<file path="src/rtl/core/fifo_queue_with_match_delete_core_macros.svh">
// assertion macros for the fifo queue with match delete core
// depends on a clock named clock and a reset named reset in the including module
`ifndef FIFO_QUEUE_WITH_MATCH_DELETE_CORE_MACROS_SVH
`define FIFO_QUEUE_WITH_MATCH_DELETE_CORE_MACROS_SVH

// same-cycle implication
`define FQMD_ASSERT_NOW(label, ante, cons, msg) \
   label: assert property (@(posedge clock) disable iff (reset) (ante) |-> (cons)) \
      else $error(msg);

// next-cycle implication
`define FQMD_ASSERT_NEXT(label, ante, cons, msg) \
   label: assert property (@(posedge clock) disable iff (reset) (ante) |=> (cons)) \
      else $error(msg);

`endif

</file>
<file path="src/rtl/core/fqmd_pkg.sv">
// shared types and codes for the fifo queue with match delete core
// no dependencies
package fqmd_pkg;

   localparam int QUEUE_DEPTH_DEF = 16;
   localparam int FUNC_W          = 2;
   localparam int KIND_W          = 2;
   localparam int VALUE_W         = 64;
   localparam int STATUS_W        = 2;
   localparam int COUNT_OUT_W     = 5;

   typedef enum logic [FUNC_W-1:0] {
      FUNC_PUSH   = 2'd0,
      FUNC_POP    = 2'd1,
      FUNC_DELETE = 2'd2,
      FUNC_NOP    = 2'd3
   } func_type;

   typedef enum logic [STATUS_W-1:0] {
      STATUS_OK        = 2'd0,
      STATUS_FULL      = 2'd1,
      STATUS_EMPTY     = 2'd2,
      STATUS_NOT_FOUND = 2'd3
   } status_type;

   typedef enum logic [1:0] {
      ST_IDLE,
      ST_POP,
      ST_SCAN,
      ST_SHIFT
   } state_type;

   typedef struct packed {
      logic [KIND_W-1:0]  kind;
      logic [VALUE_W-1:0] value;
   } entry_type;

endpackage

</file>
<file path="src/rtl/core/fifo_queue_with_match_delete_core.sv">
// fifo queue with match delete: top level, circular buffer in one synchronous memory
// depends on fqmd_pkg and fifo_queue_with_match_delete_core_macros.svh
//
//   channel   handshake          ports
//   request   start & !busy      req_func, req_item_value, req_item_kind
//   response  rsp_valid strobe   rsp_status, rsp_out_value, rsp_out_kind,
//                                rsp_entry_count, rsp_is_empty
//
// push, unused code and the empty-queue error replies: response in the cycle after accept, busy stays low
// pop: one memory read of the head slot, response registered from ST_POP
// delete: issues the first read, then steps through ST_SCAN per slot scanned up to the match
//   and ST_SHIFT per slot moved behind it, reading the next slot while writing the moved word
// reset clears the state, count, head pointer, scan index and response strobe; the memory needs no clearing
// the receiver takes each response word in the cycle it is shown
module fifo_queue_with_match_delete_core
   #(parameter int QUEUE_DEPTH = fqmd_pkg::QUEUE_DEPTH_DEF)
   (
   input  logic                                clock,
   input  logic                                reset,
   input  logic                                start,
   output logic                                busy,
   input  logic [fqmd_pkg::FUNC_W-1:0]         req_func,
   input  logic signed [fqmd_pkg::VALUE_W-1:0] req_item_value,
   input  logic [fqmd_pkg::KIND_W-1:0]         req_item_kind,
   output logic                                rsp_valid,
   output logic [fqmd_pkg::STATUS_W-1:0]       rsp_status,
   output logic signed [fqmd_pkg::VALUE_W-1:0] rsp_out_value,
   output logic [fqmd_pkg::KIND_W-1:0]         rsp_out_kind,
   output logic [fqmd_pkg::COUNT_OUT_W-1:0]    rsp_entry_count,
   output logic                                rsp_is_empty
   );

   import fqmd_pkg::*;

   `include "fifo_queue_with_match_delete_core_macros.svh"

   localparam int AW = (QUEUE_DEPTH > 1) ? $clog2(QUEUE_DEPTH) : 1;
   localparam int CW = $clog2(QUEUE_DEPTH + 1);

   state_type            state_ff, state_in;
   logic [AW-1:0]        head_ff, head_in;
   logic [CW-1:0]        count_ff, count_in;
   logic [CW-1:0]        idx_ff, idx_in;
   entry_type            key_ff, key_in;
   entry_type            rd_data_ff;
   logic                 rd_en;
   logic [CW-1:0]        rd_pos;
   logic                 wr_en;
   logic [CW-1:0]        wr_pos;
   entry_type            wr_data;
   logic                 rsp_valid_ff, rsp_valid_in;
   status_type           rsp_status_ff, rsp_status_in;
   logic [VALUE_W-1:0]   rsp_value_ff, rsp_value_in;
   logic [KIND_W-1:0]    rsp_kind_ff, rsp_kind_in;
   logic [CW-1:0]        last_pos;
   logic                 is_match;

   entry_type            mem [QUEUE_DEPTH];

   // logical position to physical slot, one compare and subtract
   function automatic logic [AW-1:0] phys(input logic [AW-1:0] head, input logic [CW-1:0] pos);
      logic [CW:0] sum;
      sum = (CW+1)'(head) + (CW+1)'(pos);
      if (sum >= (CW+1)'(QUEUE_DEPTH)) begin
         sum = sum - (CW+1)'(QUEUE_DEPTH);
      end
      return AW'(sum);
   endfunction

   always_ff @(posedge clock) begin
      if (wr_en) begin
         mem[phys(head_ff, wr_pos)] <= wr_data;
      end
   end

   always_ff @(posedge clock) begin
      if (rd_en) begin
         rd_data_ff <= mem[phys(head_ff, rd_pos)];
      end
   end

   assign last_pos = count_ff - CW'(1);
   assign is_match = (rd_data_ff == key_ff);

   always_comb begin
      state_in      = state_ff;
      head_in       = head_ff;
      count_in      = count_ff;
      idx_in        = idx_ff;
      key_in        = key_ff;
      rd_en         = 1'b0;
      rd_pos        = '0;
      wr_en         = 1'b0;
      wr_pos        = count_ff;
      wr_data       = key_ff;
      rsp_valid_in  = 1'b0;
      rsp_status_in = STATUS_OK;
      rsp_value_in  = '0;
      rsp_kind_in   = '0;
      case (state_ff)
         ST_IDLE: begin
            if (start) begin
               case (func_type'(req_func))
                  FUNC_PUSH: begin
                     rsp_valid_in = 1'b1;
                     if (count_ff == CW'(QUEUE_DEPTH)) begin
                        rsp_status_in = STATUS_FULL;
                     end else begin
                        wr_en         = 1'b1;
                        wr_pos        = count_ff;
                        wr_data.kind  = req_item_kind;
                        wr_data.value = req_item_value;
                        count_in      = count_ff + CW'(1);
                     end
                  end
                  FUNC_POP: begin
                     if (count_ff == '0) begin
                        rsp_valid_in  = 1'b1;
                        rsp_status_in = STATUS_EMPTY;
                     end else begin
                        rd_en    = 1'b1;
                        rd_pos   = '0;
                        state_in = ST_POP;
                     end
                  end
                  FUNC_DELETE: begin
                     key_in.kind  = req_item_kind;
                     key_in.value = req_item_value;
                     if (count_ff == '0) begin
                        rsp_valid_in  = 1'b1;
                        rsp_status_in = STATUS_NOT_FOUND;
                     end else begin
                        rd_en    = 1'b1;
                        rd_pos   = '0;
                        idx_in   = '0;
                        state_in = ST_SCAN;
                     end
                  end
                  default: begin
                     rsp_valid_in = 1'b1;
                  end
               endcase
            end
         end
         ST_POP: begin
            rsp_valid_in = 1'b1;
            rsp_value_in = rd_data_ff.value;
            rsp_kind_in  = rd_data_ff.kind;
            head_in      = (head_ff == AW'(QUEUE_DEPTH - 1)) ? '0 : head_ff + AW'(1);
            count_in     = count_ff - CW'(1);
            state_in     = ST_IDLE;
         end
         ST_SCAN: begin
            if (is_match) begin
               if (idx_ff == last_pos) begin
                  count_in     = count_ff - CW'(1);
                  rsp_valid_in = 1'b1;
                  state_in     = ST_IDLE;
               end else begin
                  rd_en    = 1'b1;
                  rd_pos   = idx_ff + CW'(1);
                  state_in = ST_SHIFT;
               end
            end else if (idx_ff == last_pos) begin
               rsp_valid_in  = 1'b1;
               rsp_status_in = STATUS_NOT_FOUND;
               state_in      = ST_IDLE;
            end else begin
               rd_en  = 1'b1;
               rd_pos = idx_ff + CW'(1);
               idx_in = idx_ff + CW'(1);
            end
         end
         ST_SHIFT: begin
            // move the word behind the gap up one slot
            wr_en   = 1'b1;
            wr_pos  = idx_ff;
            wr_data = rd_data_ff;
            if (idx_ff + CW'(1) == last_pos) begin
               count_in     = count_ff - CW'(1);
               rsp_valid_in = 1'b1;
               state_in     = ST_IDLE;
            end else begin
               rd_en  = 1'b1;
               rd_pos = idx_ff + CW'(2);
               idx_in = idx_ff + CW'(1);
            end
         end
         default: begin
            state_in = ST_IDLE;
         end
      endcase
   end

   always_ff @(posedge clock) begin
      if (reset) begin
         state_ff     <= ST_IDLE;
         head_ff      <= '0;
         count_ff     <= '0;
         idx_ff       <= '0;
         rsp_valid_ff <= 1'b0;
      end else begin
         state_ff     <= state_in;
         head_ff      <= head_in;
         count_ff     <= count_in;
         idx_ff       <= idx_in;
         rsp_valid_ff <= rsp_valid_in;
      end
   end

   always_ff @(posedge clock) begin
      key_ff        <= key_in;
      rsp_status_ff <= rsp_status_in;
      rsp_value_ff  <= rsp_value_in;
      rsp_kind_ff   <= rsp_kind_in;
   end

   assign busy            = (state_ff != ST_IDLE);
   assign rsp_valid       = rsp_valid_ff;
   assign rsp_status      = rsp_status_ff;
   assign rsp_out_value   = rsp_value_ff;
   assign rsp_out_kind    = rsp_kind_ff;
   assign rsp_entry_count = COUNT_OUT_W'(count_ff);
   assign rsp_is_empty    = (count_ff == '0);

   `FQMD_ASSERT_NOW(a_count_bound, 1'b1, count_ff <= CW'(QUEUE_DEPTH), "count beyond depth")
   `FQMD_ASSERT_NOW(a_rsp_idle, rsp_valid_ff, state_ff == ST_IDLE, "response word while busy")
   `FQMD_ASSERT_NEXT(a_count_with_rsp, count_ff != count_in, rsp_valid_ff,
      "count changed without a response word")
   `FQMD_ASSERT_NOW(a_full_status, rsp_valid_ff && rsp_status_ff == STATUS_FULL,
      count_ff == CW'(QUEUE_DEPTH), "full reported below depth")

endmodule

</file>
<file path="config.mk">
export PLATFORM = sky130hd
export DESIGN_NAME = fifo_queue_with_match_delete_core
export DESIGN_NICKNAME = d
export VERILOG_FILES = /design/src/rtl/core/fqmd_pkg.sv /design/src/rtl/core/fifo_queue_with_match_delete_core.sv
export VERILOG_INCLUDE_DIRS = /design/src /design/src/rtl/core
export SDC_FILE = /design/constraint.sdc
export NUM_CORES = 1
export LEC_CHECK = 0
export BUFFER_PORTS_ARGS = -buffer_cell sky130_fd_sc_hd__buf_2
export CORE_ASPECT_RATIO = 0.9
export CORE_MARGIN = 3
export CORE_UTILIZATION = 56
export DETAILED_ROUTE_END_ITERATION = 7
export GPL_ROUTABILITY_DRIVEN = 0
export HOLD_SLACK_MARGIN = 0.1
export PLACE_DENSITY = 0.77
export SKIP_CTS_REPAIR_TIMING = 1
export SLEW_MARGIN = 0
export SYNTH_ARGS = -nofsm -noshare
export SYNTH_HDL_FRONTEND = slang
export SYNTH_SLANG_ARGS = --single-unit
</file>
<file path="constraint.sdc">
create_clock -name clock -period 5.9 [get_ports clock]
set_clock_uncertainty 0.2 [all_clocks]
set_input_delay 0.295 -clock clock [delete_from_list [all_inputs] [get_ports clock]]
set_output_delay 0.295 -clock clock [all_outputs]
set_load 0.01 [all_outputs]
</file>
; Word level (Yosys, flattened, before mapping)
; Memories as Yosys holds them, arrays and structs flattened. A register that Yosys moved wholly into a read port is not among the register bits.
; Index checks and enable logic that the tools add are counted.
; W data, S select, Z words.
[word_totals]
wordCells = 119
regBits = 151
in_bits = 71
ramBits = 1056
memories = 1
[classes]
reduce_logical = 10
n_eq_ne = 25
n_mux = 62
n_lt_le_gt_ge = 2
n_addsub = 9
[memory_table]
columns = memory, depth, word_bits, read_ports, rd_clocked_by_memory_dff, wr, line
row1 = mem, 16, 66, 1, 1, 1, fifo_queue_with_match_delete_core.sv:58  ; entry_type mem [QUEUE_DEPTH];
[op_table]
columns = op, n
row1 = $mux W66, 3
row2 = $pmux W66 S2, 1
row3 = $mux W5, 15
row4 = $eq A66 B66 Y1, 1
row5 = $mux W2, 12
row6 = $mux W4, 5
row7 = $pmux W5 S4, 1
row8 = $ne A2 B2 Y1 const B, 9
row9 = $mux W1, 16
row10 = $pmux W5 S3, 1
row11 = $add A4 B5 Y6, 2
row12 = $ge A6 B5 Y1 const B, 2
row13 = $reduce_and A6 Y1, 2
row14 = $add A5 B1 Y5 const B, 2
row15 = $eq A5 B5 Y1, 2
row16 = $pmux W5 S2, 1
row17 = $ne A3 B3 Y1 const B, 3
row18 = $pmux W2 S2, 2
row19 = $pmux W2 S4, 1
row20 = $sub A4 B1 Y4 const B, 2
row21 = $reduce_and A7 Y1, 1
row22 = $eq A2 B2 Y1 const B, 3
row23 = $pmux W2 S3, 1
row24 = $add A5 B2 Y5 const B, 1
row25 = other kinds (16), 19

; Depth between registers and ports, before layout
[depth]
word_depth = 8
depth_mapped = 16
ltp_nobuf = 14

; Least setup slack after synthesis
; No wires, ideal clock.
[synth_path]
path_type = register to register
from = register state_ff[0]
to = memory mem[2][0] (netlist bit), enable pin
setup_ns = 0.490
stages_incl_launch_ff = 11
n_path_buf = 2
slack_ns = 0.020
arrival_ns = 5.189
cell_sequence = dfxtp_1 -> ha_1 -> clkbuf_1 -> clkbuf_1 -> nand2_1 -> o21ai_0 -> ha_1 -> inv_1 -> fa_1 -> or3_1 -> nor2_1
[synth_between]
elab_chain_len = 6
[synth_rtl]
columns = element, line
row1 = start: declaration, fifo_queue_with_match_delete_core.sv:40  ; state_type state_ff, state_in;
row2 = start signal: assignment, fifo_queue_with_match_delete_core.sv:203  ; state_ff <= state_in;
row3 = $eq A2 B2 Y1, fifo_queue_with_match_delete_core.sv:100  ; case (state_ff)
row4 = $mux W5, --
row5 = $add A4 B5 Y6, fifo_queue_with_match_delete_core.sv:63  ; sum = (CW+1)'(head) + (CW+1)'(pos);
row6 = $ge A6 B5 Y1 or $sub A4 B1 Y4 (tied branches), "fifo_queue_with_match_delete_core.sv:64, fifo_queue_with_match_delete_core.sv:65"
row7 = $mux W4, fifo_queue_with_match_delete_core.sv:64  ; if (sum >= (CW+1)'(QUEUE_DEPTH)) begin
row8 = $mux W4, fifo_queue_with_match_delete_core.sv:71  ; if (wr_en) begin
row9 = end: declaration, fifo_queue_with_match_delete_core.sv:58
; Several ways; a longest one is shown, not always the timed one. The select of a mux whose other input is x is not followed.

; Worst setup path in the final report
[layout_path]
from = register count_ff[0], in the netlist rsp_entry_count[0]
to = register, netlist name rd_data_ff[42]
[layout_between]
elab_chain_len = 8
[layout_rtl]
columns = element, line
row1 = start: declaration, fifo_queue_with_match_delete_core.sv:42  ; logic [CW-1:0] count_ff, count_in;
row2 = start signal: assignment, fifo_queue_with_match_delete_core.sv:205  ; count_ff <= count_in;
row3 = $sub A5 B1 Y5, fifo_queue_with_match_delete_core.sv:82  ; assign last_pos = count_ff - CW'(1);
row4 = $eq A5 B5 Y1 (on tied branches), "fifo_queue_with_match_delete_core.sv:179, fifo_queue_with_match_delete_core.sv:155, fifo_queue_with_match_delete_core.sv:164"
row5 = $mux W5 (on tied branches), "fifo_queue_with_match_delete_core.sv:179, fifo_queue_with_match_delete_core.sv:155, fifo_queue_with_match_delete_core.sv:164"
row6 = $pmux W5 S2, fifo_queue_with_match_delete_core.sv:100
row7 = $add A4 B5 Y6, fifo_queue_with_match_delete_core.sv:63
row8 = $ge A6 B5 Y1 or $sub A4 B1 Y4 (tied branches), "fifo_queue_with_match_delete_core.sv:64, fifo_queue_with_match_delete_core.sv:65"
row9 = $mux W4, fifo_queue_with_match_delete_core.sv:64
row10 = $mux W4, fifo_queue_with_match_delete_core.sv:77  ; if (rd_en) begin
; Several ways; a longest one is shown, not always the timed one. The select of a mux whose other input is x is not followed.
; A chain may end at the register's enable or synchronous reset.

==> reports/summary.txt <==
Req. time, crit path - 6.11 ns
worst-margin pin slew - 1.33 ns
post-layout instance area - 56800 µm²
Buf/Inv on CP - 2
status - complete, no violations
vias in the first global route - 25600
GR Util All Layers - 26.3%
power share of the combinational group - 25.4%
Synth Cell Area - 49500 µm²
crit path launch type - flop
WL final - 120000 µm
post-synthesis mux area share - 16.1%
RSZ-0062 raised after global routing - no
Cell Area, Placed - 52200 µm²
htree depth - 3
min-delay worst type - in2reg
Final Setup Violations - 0
Top delay family on crit path - adder cells
post-synthesis xor/xnor area fraction - 1.58%
drt drc - 0
CP arrival - 5.26 ns
initial antenna violation count - 7
TritonCTS Buffers - 117
wire length per cell - 30.4 µm
Pint - 18600 µW
clock network power share - 28.7%
I/O pin count - 147
Async SR Flop Fraction - 0%
P per Cell Area - 461 nW/µm²
Flop pwr share - 45.9%
number of port buffers - 146
Routed Antenna Nets - 0
Site Rows - 102
Switching Fraction - 29.1%
Mapped Avg Cell Area - 20.4 µm²
Net Sw Power - 7610 µW
CP Max Fanout - 80
syn_nets - 2519
CP max-delay cell - fa_4
DR vias - 25600
Synth Area in Simple Gates - 2.64%
layout cells sized above 1 - 24.8%
Vias/cell - 6.46
Die Ht - 288 µm
number of flops mapped to enable cells by yosys - 1188
final net count - 2804
VDD IR max - 0.302 mV
final hold vios - 0
highest clock rate - 198 MHz
period utilization - 85.6%
sequential share of the synthesized area - 75.6%
Worst slew margin - 10.2%
GRT overflow - 0
Main synth FF type - edfxtp_1
CTS sink count - 1273
Max stage delay on crit path - 1.08 ns
Netlist cell types - 53
critical path class - reg2reg
Compound-Gate Fraction of Synth Area - 2.32%
max-cap violation count - 0
Leak - 0.0196 µW
Clk pin slew, worst setup/hold paths - 0.06 ns
CTS tree - yes
Mapped Cells - 2427
adder-cell share of the synthesized area - 0.561%
largest net degree at the start of global routing - 81
DIE WIDTH - 319 µm
core area - 86800 µm²
clk buf depth - 3
largest family of logic cells by synthesized area - multiplexers
first-pass GRT wire length - 175000 µm
setup TNS - 0 ns
TritonRoute pass-1 iters - 7
Detail Placement HPWL - 63500 µm
Initial Utilization - 57.0%
Cell Chain, Critical Path - inv_1, ha_1, nor3b_2, xnor2_1, xnor2_1, a21boi_4, nand2_1, o21ai_0, ha_4, fa_4, buf_12, mux4_2, mux2i_1, mux2i_1
min Tclk post-route - 5.05 ns
CP Capture Type - flop
drt initial violations - 3756
die area - 91900 µm²
Layout area overhead - 14.8%
Root Buffer - clkbuf_16
#FFs+latches synth - 1273
count of warnings emitted by yosys - 0
Max Slew Vio Count - 0
worst skew pair latency - 0.70 ns
# fillers - 5470
==> synthesized netlist by cell type, types with 3 or more instances <==
library cell,number,area (µm²)
dfxtp_1,85,1700
buf_6,5,56.3
nand2_1,84,315
buf_2,6,30.0
nand3_1,5,25.0
nor2b_1,3,18.8
nor2_1,38,143
a22oi_1,66,495
clkbuf_1,88,330
a21oi_1,18,90.1
ha_1,19,238
nand2b_1,5,31.3
and2_1,68,425
o21ai_0,81,405
mux2i_1,203,2030
buf_1,27,101
nand4_1,12,75.1
inv_1,19,71.3
nor3_1,5,25.0
or3_1,5,31.3
mux4_2,264,5950
xor2_1,36,315
a21o_1,3,22.5
xnor2_1,49,429
nor4_1,9,56.3
edfxtp_1,1188,35700
==> layout by cell type (no fill, tap or decap), types with 36 or more instances in the layout <==
master and instances:
dlygate4sd3_1 71, dfxtp_1 85, nand2_1 84, buf_4 48, xor2_1 36, buf_2 146
and2_1 68, edfxtp_1 1188, xnor2_1 48, mux4_2 264, o21ai_1 56, clkbuf_16 120
a22oi_1 66, mux2i_1 203
==> state kept, by name (all words and copies together) (netlist names) <==
register and cells:
rsp_entry_count 5, mem 1056, rsp_out_kind 2, state_ff 2, idx_ff 5, rsp_status 2
rsp_out_value 64, head_ff 4, rd_data_ff 66, rsp_valid 1, key_ff 66
==> worst register-to-register path: stages, from the launching register on <==
cell      delay (ns)
dfxtp_1         0.36
inv_1           0.16
ha_1            0.28
nor3b_2         0.44
xnor2_1         0.16
xnor2_1         0.30
a21boi_4        0.14
nand2_1         0.09
o21ai_0         0.14
ha_4            0.21
fa_4            1.08
buf_12          0.46
mux4_2          0.47
mux2i_1         0.21
mux2i_1         0.10
==> per-stage QoR <==
step	setup slack (ns)	hold WS (ns)	utilization, %	power, µW	std cells
after floorplan	0.0202	0.194	-	16500	2427
after global placement	1.07	0.293	60.2	18500	3666
after detailed placement	0.895	0.293	60.2	18700	3666
after CTS	0.887	-0.449	64.6	26200	3890
after global routing	0.626	0.116	65.4	27100	3961
final	0.850	0.136	65.4	26200	3962
==> metal layers <==
metal  vias to the layer above  track usage (%)  share of wire [%]
met5                         -                0              0.022
met4                         4             7.99                3.0
met3                       249             5.04                 11
met2                      1619             40.9                 47
met1                     13300             38.4                 39
li1                      10400                -                  -
==> kinds of logic (layout without fill, tap and decap cells) <==
logic type / after synthesis / in the layout
AOI/OAI and AO/OA: 182 / 182
adders and majority gates: 21 / 21
buffers and inverters: 145 / 535
xor gates and xnor gates: 87 / 87
DFF: 1273 / 1273
other: 0 / 1
muxes: 468 / 468
and+or+nand+nor: 251 / 251
==> path summary, 6_finish.rpt <==
check	endpoint	slack, ns	cells past startpoint	startpoint
hold reg to reg	rsp_out_value[47]$_SDFF_PN0_	0.33	1	rd_data_ff[47]$_DFFE_PP_
setup / recovery	rd_data_ff[42]$_DFFE_PP_	0.85	14	rsp_entry_count[0]$_SDFFE_PP0P_
hold / removal	key_ff[55]$_DFFE_PP_	0.14	2	req_item_value[55]
setup reg to reg	rd_data_ff[42]$_DFFE_PP_	0.85	14	rsp_entry_count[0]$_SDFFE_PP0P_
==> cell type report <==
cell class / count / area [µm²] / area share (%)
flip-flops and latches: 1273 / 37400 / 65.8
multi-input cells: 1009 / 11700 / 20.6
clock inverters: 60 / 572 / 1.01
well taps: 1144 / 1430 / 2.52
clock buffers: 164 / 3290 / 5.79
inverters: 19 / 71.3 / 0.126
repair buffers: 292 / 2340 / 4.12
diodes: 1 / 2.50 / 0.00441
==> power groups by stage <==
stage / Clock, µW / Sequential (µW) / Combinational (µW)
after global routing: 7940 / 12100 / 7130
after floorplan: 0 / 12100 / 4460
after detailed placement: 0 / 12200 / 6550
after CTS: 7590 / 12000 / 6590
final: 7510 / 12000 / 6640
after global placement: 0 / 12200 / 6330
Note: power is estimated with default switching activity, not from simulation.
